===== src/rtl/tcu_pkg.sv =====
// Shared types and constants for the threshold centroid unit.
// Depends on nothing; used by every module of the block.
package tcu_pkg;

  localparam int PIX_W      = 8;
  localparam int THR_W      = 8;
  localparam int LW_W       = 13;
  localparam int CFG_W      = 13;
  localparam int CFG_IDX_W  = 1;
  localparam int SUM_W      = 36;
  localparam int TALLY_W    = 25;
  localparam int CTR_W      = 20;
  localparam int WRAP_W     = 18;
  localparam int IN_DATA_W  = 8;
  localparam int OUT_DATA_W = 72;

  localparam logic [CFG_IDX_W-1:0] REG_THRESHOLD  = 1'd0;
  localparam logic [CFG_IDX_W-1:0] REG_LINE_WIDTH = 1'd1;

  localparam logic [THR_W-1:0] THRESHOLD_RESET  = 8'h80;
  localparam logic [LW_W-1:0]  LINE_WIDTH_RESET = 13'd640;

  typedef enum logic [1:0] {
    ST_ACCUM,
    ST_DIVIDE,
    ST_DONE
  } state_t;

  typedef struct packed {
    logic accum;
    logic load;
    logic step;
    logic publish;
  } cmd_t;

  typedef struct packed {
    logic out_free;
  } sts_t;

endpackage


===== src/rtl/tcu_div.sv =====
// Restoring divider, one quotient bit per step, clamps at the centre range.
// Depends on tcu_pkg.
module tcu_div #(
  parameter int FRACTION_BITS = 8
) (
  input  logic                        clk,
  input  logic                        load,
  input  logic                        step,
  input  logic [tcu_pkg::SUM_W-1:0]   sum,
  input  logic [tcu_pkg::TALLY_W-1:0] divisor,
  output logic [tcu_pkg::CTR_W-1:0]   quotient
);

  localparam int DVD_W = tcu_pkg::SUM_W + FRACTION_BITS;

  logic [DVD_W-1:0]            dvd;
  logic [tcu_pkg::TALLY_W-1:0] rem;
  logic [tcu_pkg::CTR_W-1:0]   quot;
  logic                        ovf;

  logic [tcu_pkg::TALLY_W:0]   trial;
  logic [tcu_pkg::TALLY_W:0]   diff;
  logic                        fits;
  logic [tcu_pkg::TALLY_W-1:0] rem_next;

  assign trial    = {rem, dvd[DVD_W-1]};
  assign fits     = trial >= {1'b0, divisor};
  assign diff     = trial - {1'b0, divisor};
  assign rem_next = fits ? diff[tcu_pkg::TALLY_W-1:0] : trial[tcu_pkg::TALLY_W-1:0];

  always_ff @(posedge clk) begin
    if (load) begin
      dvd  <= DVD_W'(sum) << FRACTION_BITS;
      rem  <= '0;
      quot <= '0;
      ovf  <= 1'b0;
    end else if (step) begin
      dvd  <= {dvd[DVD_W-2:0], 1'b0};
      rem  <= rem_next;
      quot <= {quot[tcu_pkg::CTR_W-2:0], fits};
      ovf  <= ovf | quot[tcu_pkg::CTR_W-1];
    end
  end

  assign quotient = ovf ? '1 : quot;

endmodule


===== src/rtl/tcu_ctrl.sv =====
// Controller state machine: accumulate, divide, hand over the result.
// Depends on tcu_pkg.
module tcu_ctrl #(
  parameter int FRACTION_BITS = 8
) (
  input  logic          clk,
  input  logic          rst,
  input  logic          s_tvalid,
  input  logic          s_tlast,
  output logic          s_tready,
  input  tcu_pkg::sts_t sts,
  output tcu_pkg::cmd_t cmd
);

  localparam int DIV_STEPS = tcu_pkg::SUM_W + FRACTION_BITS;
  localparam int CNT_W     = $clog2(DIV_STEPS);
  localparam logic [CNT_W-1:0] LAST_STEP = CNT_W'(DIV_STEPS - 1);

  tcu_pkg::state_t state, state_next;
  logic [CNT_W-1:0] step_cnt, step_cnt_next;

  always_comb begin
    state_next    = state;
    step_cnt_next = step_cnt;
    case (state)
      tcu_pkg::ST_ACCUM: begin
        step_cnt_next = '0;
        if (s_tvalid && s_tlast) begin
          state_next = tcu_pkg::ST_DIVIDE;
        end
      end
      tcu_pkg::ST_DIVIDE: begin
        step_cnt_next = step_cnt + 1'b1;
        if (step_cnt == LAST_STEP) begin
          state_next = tcu_pkg::ST_DONE;
        end
      end
      tcu_pkg::ST_DONE: begin
        if (sts.out_free) begin
          state_next = tcu_pkg::ST_ACCUM;
        end
      end
      default: begin
        state_next = tcu_pkg::ST_ACCUM;
      end
    endcase
  end

  always_comb begin
    s_tready    = 1'b0;
    cmd         = '0;
    case (state)
      tcu_pkg::ST_ACCUM: begin
        s_tready  = 1'b1;
        cmd.accum = s_tvalid;
        cmd.load  = s_tvalid && s_tlast;
      end
      tcu_pkg::ST_DIVIDE: begin
        cmd.step = 1'b1;
      end
      tcu_pkg::ST_DONE: begin
        cmd.publish = sts.out_free;
      end
      default: begin
        cmd = '0;
      end
    endcase
  end

  always_ff @(posedge clk) begin
    if (rst) begin
      state    <= tcu_pkg::ST_ACCUM;
      step_cnt <= '0;
    end else begin
      state    <= state_next;
      step_cnt <= step_cnt_next;
    end
  end

  a_load_starts_divide: assert property (@(posedge clk) disable iff (rst)
    cmd.load |=> state == tcu_pkg::ST_DIVIDE && step_cnt == '0)
    else $error("divide did not start after end of frame");

  a_divide_length: assert property (@(posedge clk) disable iff (rst)
    state == tcu_pkg::ST_DIVIDE && step_cnt == LAST_STEP |=> state == tcu_pkg::ST_DONE)
    else $error("divide ran past its last step");

  a_publish_then_accum: assert property (@(posedge clk) disable iff (rst)
    cmd.publish |=> state == tcu_pkg::ST_ACCUM)
    else $error("controller did not return to accumulate");

endmodule


===== src/rtl/tcu_dp.sv =====
// Datapath: configuration, raster position, saturating sums, dividers, output register.
// Depends on tcu_pkg and tcu_div.
module tcu_dp #(
  parameter int MAX_LINE      = 4096,
  parameter int MAX_ROWS      = 4096,
  parameter int FRACTION_BITS = 8
) (
  input  logic                              clk,
  input  logic                              rst,
  input  tcu_pkg::cmd_t                     cmd,
  output tcu_pkg::sts_t                     sts,
  input  logic [tcu_pkg::PIX_W-1:0]         pixel,
  input  logic                              end_of_frame,
  input  logic                              cfg_we,
  input  logic [tcu_pkg::CFG_IDX_W-1:0]     cfg_index,
  input  logic [tcu_pkg::CFG_W-1:0]         cfg_data,
  input  logic                              m_tready,
  output logic                              m_tvalid,
  output logic [tcu_pkg::OUT_DATA_W-1:0]    m_tdata,
  output logic                              m_tuser
);

  localparam int COL_W = $clog2(MAX_LINE);
  localparam int ROW_W = $clog2(MAX_ROWS);
  localparam logic [tcu_pkg::WRAP_W-1:0] LINE_LIMIT = tcu_pkg::WRAP_W'(MAX_LINE);
  localparam logic [ROW_W:0]             ROW_LIMIT  = (ROW_W + 1)'(MAX_ROWS);
  localparam int PAD_W = tcu_pkg::OUT_DATA_W - 2 * tcu_pkg::CTR_W - tcu_pkg::TALLY_W;

  logic [tcu_pkg::THR_W-1:0]   threshold;
  logic [tcu_pkg::LW_W-1:0]    line_width;
  logic [COL_W-1:0]            column;
  logic [ROW_W-1:0]            row;
  logic [tcu_pkg::SUM_W-1:0]   sum_columns, sum_columns_next;
  logic [tcu_pkg::SUM_W-1:0]   sum_rows, sum_rows_next;
  logic [tcu_pkg::TALLY_W-1:0] pixel_tally, pixel_tally_next;
  logic [tcu_pkg::TALLY_W-1:0] tally_hold;

  logic                        out_valid;
  logic [tcu_pkg::CTR_W-1:0]   out_x, out_y;
  logic [tcu_pkg::TALLY_W-1:0] out_count;
  logic                        out_empty;

  logic [tcu_pkg::WRAP_W-1:0]  width_ext, width_eff, col_inc;
  logic [ROW_W:0]              row_inc;
  logic                        bright;
  logic [tcu_pkg::SUM_W:0]     col_add, row_add;
  logic [tcu_pkg::CTR_W-1:0]   quot_x, quot_y;

  assign width_ext = tcu_pkg::WRAP_W'(line_width);
  assign width_eff = (line_width == '0) ? tcu_pkg::WRAP_W'(1) :
                     (width_ext > LINE_LIMIT) ? LINE_LIMIT : width_ext;
  assign col_inc   = tcu_pkg::WRAP_W'(column) + 1'b1;
  assign row_inc   = {1'b0, row} + 1'b1;

  assign bright  = pixel > threshold;
  assign col_add = {1'b0, sum_columns} + (tcu_pkg::SUM_W + 1)'(column);
  assign row_add = {1'b0, sum_rows} + (tcu_pkg::SUM_W + 1)'(row);

  always_comb begin
    sum_columns_next = sum_columns;
    sum_rows_next    = sum_rows;
    pixel_tally_next = pixel_tally;
    if (bright) begin
      sum_columns_next = col_add[tcu_pkg::SUM_W] ? '1 : col_add[tcu_pkg::SUM_W-1:0];
      sum_rows_next    = row_add[tcu_pkg::SUM_W] ? '1 : row_add[tcu_pkg::SUM_W-1:0];
      pixel_tally_next = (pixel_tally == '1) ? pixel_tally : pixel_tally + 1'b1;
    end
  end

  always_ff @(posedge clk) begin
    if (rst) begin
      threshold  <= tcu_pkg::THRESHOLD_RESET;
      line_width <= tcu_pkg::LINE_WIDTH_RESET;
    end else if (cfg_we) begin
      case (cfg_index)
        tcu_pkg::REG_THRESHOLD:  threshold  <= cfg_data[tcu_pkg::THR_W-1:0];
        tcu_pkg::REG_LINE_WIDTH: line_width <= cfg_data[tcu_pkg::LW_W-1:0];
        default: ;
      endcase
    end
  end

  always_ff @(posedge clk) begin
    if (rst) begin
      column      <= '0;
      row         <= '0;
      sum_columns <= '0;
      sum_rows    <= '0;
      pixel_tally <= '0;
    end else if (cmd.accum) begin
      if (end_of_frame) begin
        column      <= '0;
        row         <= '0;
        sum_columns <= '0;
        sum_rows    <= '0;
        pixel_tally <= '0;
      end else begin
        sum_columns <= sum_columns_next;
        sum_rows    <= sum_rows_next;
        pixel_tally <= pixel_tally_next;
        if (col_inc >= width_eff) begin
          column <= '0;
          row    <= (row_inc >= ROW_LIMIT) ? '0 : row_inc[ROW_W-1:0];
        end else begin
          column <= col_inc[COL_W-1:0];
        end
      end
    end
  end

  always_ff @(posedge clk) begin
    if (cmd.load) begin
      tally_hold <= pixel_tally_next;
    end
  end

  tcu_div #(
    .FRACTION_BITS(FRACTION_BITS)
  ) u_div_x (
    .clk      (clk),
    .load     (cmd.load),
    .step     (cmd.step),
    .sum      (sum_columns_next),
    .divisor  (tally_hold),
    .quotient (quot_x)
  );

  tcu_div #(
    .FRACTION_BITS(FRACTION_BITS)
  ) u_div_y (
    .clk      (clk),
    .load     (cmd.load),
    .step     (cmd.step),
    .sum      (sum_rows_next),
    .divisor  (tally_hold),
    .quotient (quot_y)
  );

  assign sts.out_free = !out_valid || m_tready;

  always_ff @(posedge clk) begin
    if (rst) begin
      out_valid <= 1'b0;
    end else if (cmd.publish) begin
      out_valid <= 1'b1;
    end else if (m_tready) begin
      out_valid <= 1'b0;
    end
  end

  always_ff @(posedge clk) begin
    if (cmd.publish) begin
      out_empty <= tally_hold == '0;
      out_count <= tally_hold;
      out_x     <= (tally_hold == '0) ? '0 : quot_x;
      out_y     <= (tally_hold == '0) ? '0 : quot_y;
    end
  end

  assign m_tvalid = out_valid;
  assign m_tdata  = {PAD_W'(0), out_count, out_y, out_x};
  assign m_tuser  = out_empty;

  a_clear_after_frame: assert property (@(posedge clk) disable iff (rst)
    cmd.load |=> pixel_tally == '0 && sum_columns == '0 && sum_rows == '0 && column == '0)
    else $error("frame state not cleared after end of frame");

  a_empty_reads_zero: assert property (@(posedge clk) disable iff (rst)
    out_valid && out_empty |-> out_x == '0 && out_y == '0 && out_count == '0)
    else $error("empty frame result carries non-zero fields");

  a_count_matches_flag: assert property (@(posedge clk) disable iff (rst)
    out_valid && !out_empty |-> out_count != '0)
    else $error("non-empty result with zero count");

endmodule


===== src/rtl/threshold_centroid_unit.sv =====
// Threshold centroid unit: one pixel per cycle within a frame; after the last pixel the
// two dividers divide the column and row sums by the bright-pixel count.
// Pixels stall while the dividers run, and longer if the previous result is not taken.
// Reset (rst, synchronous): clears position, sums and count; threshold 128, line width 640.
module threshold_centroid_unit #(
  parameter int MAX_LINE      = 4096,
  parameter int MAX_ROWS      = 4096,
  parameter int FRACTION_BITS = 8
) (
  input  logic                               clk,
  input  logic                               rst,
  input  logic                               s_tvalid,
  output logic                               s_tready,
  input  logic [tcu_pkg::IN_DATA_W-1:0]      s_tdata,   // [7:0] pixel
  input  logic                               s_tlast,   // end_of_frame
  output logic                               m_tvalid,
  input  logic                               m_tready,
  output logic [tcu_pkg::OUT_DATA_W-1:0]     m_tdata,   // [19:0] center_x, [39:20] center_y,
                                                        // [64:40] bright_count, rest zero
  output logic                               m_tuser,   // [0] empty_frame
  input  logic                               cfg_we,
  input  logic [tcu_pkg::CFG_IDX_W-1:0]      cfg_index,
  input  logic [tcu_pkg::CFG_W-1:0]          cfg_data
);

  tcu_pkg::cmd_t cmd;
  tcu_pkg::sts_t sts;

  tcu_ctrl #(
    .FRACTION_BITS(FRACTION_BITS)
  ) u_ctrl (
    .clk      (clk),
    .rst      (rst),
    .s_tvalid (s_tvalid),
    .s_tlast  (s_tlast),
    .s_tready (s_tready),
    .sts      (sts),
    .cmd      (cmd)
  );

  tcu_dp #(
    .MAX_LINE      (MAX_LINE),
    .MAX_ROWS      (MAX_ROWS),
    .FRACTION_BITS (FRACTION_BITS)
  ) u_dp (
    .clk          (clk),
    .rst          (rst),
    .cmd          (cmd),
    .sts          (sts),
    .pixel        (s_tdata[tcu_pkg::PIX_W-1:0]),
    .end_of_frame (s_tlast),
    .cfg_we       (cfg_we),
    .cfg_index    (cfg_index),
    .cfg_data     (cfg_data),
    .m_tready     (m_tready),
    .m_tvalid     (m_tvalid),
    .m_tdata      (m_tdata),
    .m_tuser      (m_tuser)
  );

endmodule


===== config.mk =====
export PLATFORM = sky130hd
export DESIGN_NAME = threshold_centroid_unit
export DESIGN_NICKNAME = d
export VERILOG_FILES = /design/src/rtl/tcu_pkg.sv /design/src/rtl/tcu_div.sv /design/src/rtl/tcu_ctrl.sv /design/src/rtl/tcu_dp.sv /design/src/rtl/threshold_centroid_unit.sv
export SDC_FILE = /design/constraint.sdc
export NUM_CORES = 1
export LEC_CHECK = 0
export ABC_AREA = 1
export BUFFER_PORTS_ARGS = -buffer_cell sky130_fd_sc_hd__buf_4
export CORE_MARGIN = 1
export CORE_UTILIZATION = 50
export CTS_CLUSTER_SIZE = 30
export DETAILED_ROUTE_END_ITERATION = 8
export GPL_ROUTABILITY_DRIVEN = 0
export GPL_TIMING_DRIVEN = 0
export PLACE_DENSITY = 0.67
export SYNTH_ARGS = -nofsm -noshare
export SYNTH_HDL_FRONTEND = slang
export SYNTH_HIERARCHICAL = 1
export SYNTH_SLANG_ARGS = --single-unit

===== constraint.sdc =====
create_clock -name clk -period 17.5 [get_ports clk]
set_input_delay 0.875 -clock clk [delete_from_list [all_inputs] [get_ports clk]]
set_output_delay 0.875 -clock clk [all_outputs]
set_load 0.01 [all_outputs]

==> results of run 1 <==
stage by stage:
step           cells  total power, µW
5_1_grt         4569             3420
3_5_place_dp    4485             2250
2_1_floorplan   3711             1970
3_3_place_gp    4478             2240
4_1_cts         4569             3230
6_report        4569             3220
flip-flops by register name, indices dropped and copies added, names as in the netlist, 12 cells and up:
signal             count
u_dp/u_div_y/quot     20
u_dp/row              12
u_dp/out_x            20
u_dp/u_div_x/dvd      36
u_dp/sum_rows         36
u_dp/column           12
u_dp/line_width       13
u_dp/out_count        25
u_dp/sum_columns      36
u_dp/out_y            20
u_dp/u_div_x/quot     20
u_dp/u_div_x/rem      25
u_dp/tally_hold       25
u_dp/u_div_y/dvd      36
u_dp/u_div_y/rem      25
u_dp/pixel_tally      25
critical path, stage by stage, from the launching register on:
cell and delay, ns:
dfxtp_1 0.36, nor2_2 0.16, inv_2 0.08, nor2_4 0.29, nand2_2 0.14, inv_1 0.74, clkbuf_1 0.86, clkinv_1 0.70
clkbuf_1 0.42, nand2_1 0.18, nand2_1 0.06
logic make-up after synthesis:
logic type	after synthesis
simple gates	2059
buf+inv	674
flops	406
compound gates	383
fa+ha+maj	103
xor+xnor	79
other cells	1
final cells by class:
cell class	count	area (µm²)	area share (%)
Multi-Input combinational cell	2631	13300	45.9
Sequential cell	406	9760	33.8
Inverter	554	2080	7.22
Clock buffer	70	1300	4.51
Tap cell	672	841	2.91
Timing Repair Buffer	102	810	2.80
Buffer	120	614	2.13
Clock inverter	14	198	0.685
layer usage:
metal  global-route usage (%)  vias up  wire length (µm)
met5                        0        -                 0
met4                     9.61        0              2190
met3                     3.11      126              4350
met2                     45.3      720             33200
met1                     36.5    10800             32200
li1                         -    12100                 -
synthesized netlist by cell type, drive strengths merged (40+ instances only):
library cell     n  share of area (%)
a21oi          206                4.2
buf             41                1.2
clkbuf          79                1.2
dfxtp          243                 19
edfxtp         163                 19
ha              99                4.8
inv            550                8.1
nand2         1281                 19
nand3          241                5.3
nand4           72                1.9
nor2           331                5.4
nor3            56                1.4
o21ai           95                1.9
o22ai           40               0.97
xor2            43                1.5
path summary, 6_finish.rpt:
kind	slack, ns	end	startpoint	cells past startpoint
worst max-delay path	13.23	u_dp/u_div_x/dvd[38]$_DFFE_PP_	u_ctrl/state[1]$_SDFFE_PP0P_	10
worst min-delay path	0.46	u_dp/threshold[3]$_SDFFE_PP0P_	u_dp/threshold[3]$_SDFFE_PP0P_	2
worst max register to register	13.23	u_dp/u_div_x/dvd[38]$_DFFE_PP_	u_ctrl/state[1]$_SDFFE_PP0P_	10
worst min register to register	0.46	u_dp/threshold[3]$_SDFFE_PP0P_	u_dp/threshold[3]$_SDFFE_PP0P_	2
cells in the final DEF, fill, tap and decap left out, types with 67 or more instances in the layout:
master | netlist | layout
o21ai_0 | 80 | 80
ha_1 | 99 | 99
dfxtp_1 | 243 | 243
buf_4 | 12 | 108
a21oi_1 | 198 | 198
nor2_1 | 303 | 303
nand4_1 | 67 | 67
clkbuf_1 | 79 | 96
nand2_1 | 1254 | 1254
inv_1 | 532 | 532
nand3_1 | 212 | 212
edfxtp_1 | 163 | 163
where the power goes:
part | switching [µW] | leakage [µW] | internal [µW]
Clock | 401 | 0.000730 | 564
Combinational | 714 | 0.00914 | 374
Sequential | 70.6 | 0.00352 | 1100
==> impl_results.md, run 1 <==
- CTS tree: built
- Maxcap violations: 0
- Worst-skew pair later-pin latency: 0.60 ns
- H-tree levels: 2
- Synth Area in Compound Gates: 8.46%
- RSZ-0062 raised after global routing: no
- Final Hold Viols: 0
- Row count: 82
- Ys flop type: dfxtp_1
- Layout cells sized above 1: about a tenth
- Final instance area: 0.0289 mm²
- Die Y-Extent: between 200 and 250 µm
- Die Wd: 229 µm
- Synth cell types: 55
- CP startpoint kind: flip-flop
- Wire per inst: between 15 and 20 µm
- Avg Inst Size Synth: 6.93 µm²
- LEAKAGE: 0.0134 µW
- Layout area overhead: 12.4%
- Initial antenna violation count: 0
- Vias in the first global route: around 22000
- Average via count per standard cell: about 5.2
- CTS Root Cell: clkbuf_16
- # fillers: slightly below 5000
- Clock transition at path regs: 0.06 ns
- Asr flop ratio synth: 0%
- Post-route DRC: 0
- Total Wirelength: ~72000 µm
- HP Class: flip-flop to flip-flop
- Largest family of logic cells by synthesized area: simple AND/OR/NAND/NOR gates
- Mapped Area: 0.0257 mm²
- Setup CP Type: flip-flop to flip-flop
- Register bit total from synthesis: just over 400
- Pre-CTS setup slack: 12.81 ns
- Synthesized-area fraction occupied by xor and xnor cells: 2.69%
- CP Max Fanout: 27
- Total I/O pin count: about 100
- Status: complete, no violations
- Largest net degree at the start of global routing: 37
- Worst Skew: roughly 0.018 ns
- Layout Nets: 3991
- DR vias: 23700
- Setup TNS: 0 ns
- Hold Buf Count CTS: 0
- GR Overflow Total: 0
- Number of synthesized flops with an enable pin: 163
- Multiplexer share of the synthesized area: 0%
- Fmax: 0.234 GHz
- Post-Synth Adder-Cell Area: under 10%
- First-pass GRT wire length: roughly 110000 µm
- IO buf count: 95
- HPWL after DPL: 54600 µm
- Post-Synth Simple-Gate Area: a little over a third
- Post_cts resized: 0
- Final worst-path cycle share: 24.4%
- Initial Util: between 50% and 60%
- Worst EP arrival: roughly 4.6 ns
- Antenna Nets Post-Route: 0
- Total track usage: 27.2%
- Setup bufs post-CTS: 0
- Worst vdd ir: approximately 0.089 mV
- PD cells: between 100 and 150 mW/mm²
- Num CTS Buffers: between 40 and 50
- Sequential area share after synthesis: 38.0%
- Diodes inserted: 0
- Post-Syn Instances: roughly 3700
- Min Hold Slack: between 0.4 and 0.5 ns
- Worst EP required: ~18 ns
- Drt first-iter violations: between 1500 and 2000
- Worst setup margin: 13.23 ns
- Max Buffers Root-to-Sink: 3
- Setup-failing EPs final: 0
- Yosys Warn Count: 6
- Minimum clock period: between 4 and 5 ns
- Core box area: 0.0504 mm²
- Post-DP Area: 0.0274 mm²
- Crit end category: flip-flop
- Fin. max-slew vios: 0
- First-pass DRT Iterations: 5
- Final core utilization: about 57%
- Tightest Pin Transition: roughly 1.1 ns
- TritonCTS Sinks: between 400 and 500
- Worst slew margin: between 20% and 30%
- Die area: between 0.05 and 0.06 mm²
Note: power is estimated with default switching activity, not from simulation.
==> run 2: changes to the inputs <==
--- a/config.mk
+++ b/config.mk
@@ -13,7 +13,7 @@
 export DETAILED_ROUTE_END_ITERATION = 8
 export GPL_ROUTABILITY_DRIVEN = 0
 export GPL_TIMING_DRIVEN = 0
-export PLACE_DENSITY = 0.67
+export PLACE_DENSITY = 0.69
 export SYNTH_ARGS = -nofsm -noshare
 export SYNTH_HDL_FRONTEND = slang
 export SYNTH_HIERARCHICAL = 1
==> constraint.sdc (replaced) <==
create_clock -name clk -period 3.74 [get_ports clk]
set_input_delay 0.187 -clock clk [delete_from_list [all_inputs] [get_ports clk]]
set_output_delay 0.187 -clock clk [all_outputs]
set_load 0.01 [all_outputs]
==> impl_results.md, run 2 (synthesized netlist as in run 1, its figures left out) <==
- Status: complete, no violations
- Final core utilization: 57.9%
- First-pass DRT Iterations: 7
- HPWL after DPL: between 50000 and 60000 µm
- Sequence of cells on the critical path: nor2_2 > inv_2 > nor2_4 > nand2_2 > clkinvlp_4 > clkbuf_2 > nor2_1 > clkinv_1 > clkbuf_2 > buf_12
- Maxcap violations: 0
- Layout Nets: ~4000
- Worst EP arrival: roughly 3.7 ns
- Initial antenna violation count: 0
- Fmax: ~0.29 GHz
- Setup CP Type: flip-flop to flip-flop
- Most common cell after layout, fill and taps aside: nand2_1
- Die Wd: about 230 µm
- Setup-failing EPs final: 0
- IO buf count: 95
- CP most frequent cell: clkbuf_2
- CP startpoint kind: flip-flop
- HP Class: input port to flip-flop
- DR vias: 24000
- Fin. max-slew vios: 0
- RSZ-0062 raised after global routing: yes
- Row count: 82
- Layout area overhead: 13.6%
- First-pass GRT wire length: between 100000 and 150000 µm
- Worst vdd ir: approximately 0.37 mV
- Commonest cells after routing, fill and taps aside: 1254 x nand2_1, 531 x inv_1, 301 x nor2_1
- Tightest Pin Transition: approximately 1.0 ns
- Drt first-iter violations: 2013
- Total I/O pin count: a little over 100
- Crit end category: flip-flop
- Setup bufs post-CTS: 0
- GR Overflow Total: 0
- Critical Path Max Stage Delay: between 0.4 and 0.5 ns
- PD cells: 522 mW/mm²
- Post-route DRC: 0
- Largest net degree at the start of global routing: 37
- LEAKAGE: between 0.01 and 0.015 µW
- Vias in the first global route: ~22000
- Average via count per standard cell: ~5.2
- Max Buffers Root-to-Sink: 3
- TritonCTS Sinks: between 400 and 500
- Antenna Nets Post-Route: 0
- Die Y-Extent: ~230 µm
- # fillers: a little under 5000
- Initial Util: 51.0%
- CTS tree: built
- Post-DP Area: around 0.027 mm²
- Final worst-path cycle share: between 90% and 100%
- Placed cell count: between 4000 and 5000
- Minimum clock period: around 3.4 ns
- Final Hold Viols: 0
- Layout cells sized above 1: 10.1%
- Worst Skew: 0.0225 ns
- Core box area: 0.0504 mm²
- Total track usage: 27.4%
- Worst EP required: 4.07 ns
- Final instance area: around 0.03 mm²
- Worst-skew pair later-pin latency: 0.60 ns
- H-tree levels: 2
- Clock transition at path regs: roughly 0.06 ns
- Diodes inserted: 0
- Worst slew margin: a little under a third
- Die area: between 0.05 and 0.06 mm²
- Num CTS Buffers: 46
- Wire per inst: around 16 µm
- CP Max Fanout: 36
- CTS Root Cell: clkbuf_16
- Fin cells: 4590
- Setup TNS: 0 ns
- CP max stage cell: clkinv_1
- Min Hold Slack: around 0.073 ns
- Total Wirelength: 71700 µm
## run 2: through the flow
stage	setup slack (ns)	power (µW)
3_3_place_gp	-1.51	10500
5_1_grt	-0.0533	16100
3_5_place_dp	-0.404	10600
2_1_floorplan	0.172	9210
6_report	0.335	15200
4_1_cts	0.0880	15200
## run 2: power by group
part	switching [µW]	total [µW]	internal (µW)
Sequential	340	5470	5130
Combinational	3360	5140	1780
Clock	1920	4620	2700
## run 2: critical path: cells and delay by family (launching register included)
| family | cells | cell delay, ns |
|---|---|---|
| buffers and inverters | 6 | 2.06 |
| flip-flops | 1 | 0.42 |
| AND/OR/NAND/NOR | 4 | 0.59 |
## run 2: layout make-up
type	count	area, µm²	area share, %
multi-input combinational	2631	13300	45.5
inverter	554	2090	7.16
clock inverter	23	254	0.871
clock buffer	63	1280	4.40
buffer	120	623	2.14
timing repair buffer	121	1050	3.61
sequential	406	9760	33.5
tap	672	841	2.88
## run 2: routing by layer
| layer | up-vias | part of all wire [%] | global-route usage [%] |
|---|---|---|---|
| li1 | 12100 | - | - |
| met2 | 780 | 45 | 44.3 |
| met4 | 0 | 3.2 | 9.63 |
| met5 | - | 0 | 0 |
| met3 | 133 | 7.0 | 3.95 |
| met1 | 10900 | 45 | 37.2 |
## run 2: final timing paths
check                                       from                               to  slack, ns  cells past startpoint
hold / removal                            cfg_we  u_dp/line_width[1]$_SDFFE_PP0P_       0.07                      4
setup / recovery    u_ctrl/state[1]$_SDFFE_PP0P_   u_dp/u_div_x/dvd[11]$_DFFE_PP_       0.34                     10
setup reg to reg    u_ctrl/state[1]$_SDFFE_PP0P_   u_dp/u_div_x/dvd[11]$_DFFE_PP_       0.34                     10
hold reg to reg   u_dp/threshold[2]$_SDFFE_PP0P_   u_dp/threshold[2]$_SDFFE_PP0P_       0.46                      2
## run 2: repair_timing
action	in CTS	in global routing
hold buffers	21	0
hold endpoints to repair	29	0
setup endpoints to repair	142	134
cloned	0	0
pin swaps	0	1
gates resized for setup	2	13
==> run 3: changes to the inputs <==
--- a/config.mk
+++ b/config.mk
@@ -9,10 +9,10 @@
 export BUFFER_PORTS_ARGS = -buffer_cell sky130_fd_sc_hd__buf_4
 export CORE_MARGIN = 1
 export CORE_UTILIZATION = 50
-export CTS_CLUSTER_SIZE = 30
 export DETAILED_ROUTE_END_ITERATION = 8
 export GPL_ROUTABILITY_DRIVEN = 0
 export GPL_TIMING_DRIVEN = 0
+export MAX_ROUTING_LAYER = met4
 export PLACE_DENSITY = 0.69
 export SYNTH_ARGS = -nofsm -noshare
 export SYNTH_HDL_FRONTEND = slang
==> impl_results.md, run 3 (synthesized netlist as in run 1, its figures left out) <==
- Pwr Total: 15200 µW
- Total Wirelength: ~72000 µm
- Final instance area: between 0.02 and 0.03 mm²
- Wire per inst: about 16 µm
- PD cells: roughly 520 mW/mm²
- Drt first-iter violations: approximately 2100
- First-pass GRT wire length: between 100000 and 150000 µm
- Initial antenna violation count: 0
- # fillers: around 5000
- Diodes inserted: 0
- Num CTS Buffers: 46
- Worst slew margin: about a third
- DR vias: roughly 24000
- HPWL after DPL: ~54000 µm
- Minimum clock period: about 3.4 ns
- Maxcap violations: 0
- Final Hold Viols: 0
- Die Wd: 229 µm
- Core box area: 0.0504 mm²
- Max Buffers Root-to-Sink: 3
- CP Max Fanout: 36
- Fin cells: ~4600
- Most common cell after layout, fill and taps aside: nand2_1
- HP Class: input port to flip-flop
- CTS Root Cell: clkbuf_16
- Setup-failing EPs final: 0
- Worst EP required: 4.07 ns
- H-tree levels: 2
- CP most frequent cell: clkbuf_2
- Row count: a little over 80
- Crit path buf inv count: 6
- GR Overflow Total: 0
- Sequence of cells on the critical path: nor2_2 > inv_2 > nor2_4 > nand2_2 > clkinvlp_4 > clkbuf_2 > nor2_1 > clkinv_1 > clkbuf_2 > buf_12
- Worst Skew: roughly 0.022 ns
- Antenna Nets Post-Route: 0
- Post-DP Area: 0.0274 mm²
- Setup CP Type: flip-flop to flip-flop
- CTS tree: built
- Fmax: roughly 0.3 GHz
- Critical path's top delay family: buffers and inverters
- Vias in the first global route: approximately 22000
- Clock transition at path regs: around 0.060 ns
- RSZ-0062 raised after global routing: yes
- Layout Nets: roughly 4000
- Die Y-Extent: between 200 and 250 µm
- Initial Util: a little over 50%
- CP startpoint kind: flip-flop
- TritonCTS Sinks: approximately 410
- Tightest Pin Transition: approximately 1 ns
- Layout area overhead: 13.6%
- Total track usage: 28.2%
- Layout cells sized above 1: a little over 10%
- Largest net degree at the start of global routing: 37
- Final core utilization: 57.9%
- Die area: around 0.052 mm²
- Post-route DRC: 0
- Worst EP arrival: around 3.7 ns
- First-pass DRT Iterations: 6
- Worst R2R Setup Slack: roughly 0.34 ns
- Setup bufs post-CTS: 0
- Crit end category: flip-flop
- Worst-skew pair later-pin latency: 0.60 ns
- Critical Path Max Stage Delay: 0.48 ns
- Total I/O pin count: slightly above 100
- Commonest cells after routing, fill and taps aside: 1254 x nand2_1, 531 x inv_1, 301 x nor2_1
- Average via count per standard cell: about 5.2
- IO buf count: 95
- LEAKAGE: 0.0135 µW
- Fin. max-slew vios: 0
- CP max stage cell: clkinv_1
- Final worst-path cycle share: between 90% and 100%
- Placed cell count: ~4500
- Worst vdd ir: roughly 0.37 mV
- Status: complete, no violations
==> run 3: timing repair <==
| action | 4_1_cts | 5_1_grt |
|---|---|---|
| hold buffers | 21 | 0 |
| setup endpoints to repair | 142 | 134 |
| gates cloned | 0 | 0 |
| hold endpoints to repair | 29 | 0 |
| pin swaps | 0 | 1 |
| resized for setup | 2 | 13 |
==> run 3: report_power, final <==
group	total [µW]	internal, µW	switching [µW]
clock	4610	2700	1910
combinational	5130	1780	3360
sequential	5470	5130	340
total	15200	9610	5610
==> run 3: final timing paths <==
| path | start | endpoint | depth (start not counted) |
|---|---|---|---|
| min | cfg_we | u_dp/line_width[1]$_SDFFE_PP0P_ | 4 |
| min reg2reg | u_dp/threshold[2]$_SDFFE_PP0P_ | u_dp/threshold[2]$_SDFFE_PP0P_ | 2 |
| max reg2reg | u_ctrl/state[1]$_SDFFE_PP0P_ | u_dp/u_div_x/dvd[11]$_DFFE_PP_ | 10 |
| max | u_ctrl/state[1]$_SDFFE_PP0P_ | u_dp/u_div_x/dvd[11]$_DFFE_PP_ | 10 |
==> run 3: layout make-up <==
cell class,instances,area (µm²),share of cell area (%)
repair buffers,121,1050,3.61
multi-input cells,2631,13300,45.5
flip-flops and latches,406,9760,33.5
inverters,554,2090,7.16
clock buffers,63,1280,4.40
clock inverters,23,254,0.871
plain buffers,120,623,2.14
well taps,672,841,2.88
==> run 3: worst reg2reg max path, cell delays in order (launching register included) <==
cell and delay, ns:
dfxtp_1 0.42, nor2_2 0.08, inv_2 0.10, nor2_4 0.09, nand2_2 0.11, clkinvlp_4 0.45
clkbuf_2 0.47, nor2_1 0.31, clkinv_1 0.48, clkbuf_2 0.36, buf_12 0.22
==> run 3: through the flow <==
step / setup slack (ns) / hold WS, ns / TNS [ns]
2_1_floorplan: 0.172 / 0.249 / 0
3_3_place_gp: -1.51 / 0.387 / -204.85
3_5_place_dp: -0.404 / 0.387 / -26.17
4_1_cts: 0.0880 / 0.0427 / 0
5_1_grt: -0.0291 / 0.125 / -0.0410
6_report: 0.341 / 0.0748 / 0
==> run 3: per-layer routing <==
| layer | vias to the layer above | global-route usage [%] | part of all wire [%] |
|---|---|---|---|
| met2 | 758 | 44.3 | 45 |
| met1 | 11000 | 37.0 | 45 |
| li1 | 12100 | - | - |
| met4 | 0 | 9.50 | 3.3 |
| met3 | 152 | 4.10 | 7.1 |
| met5 | - | - | 0 |
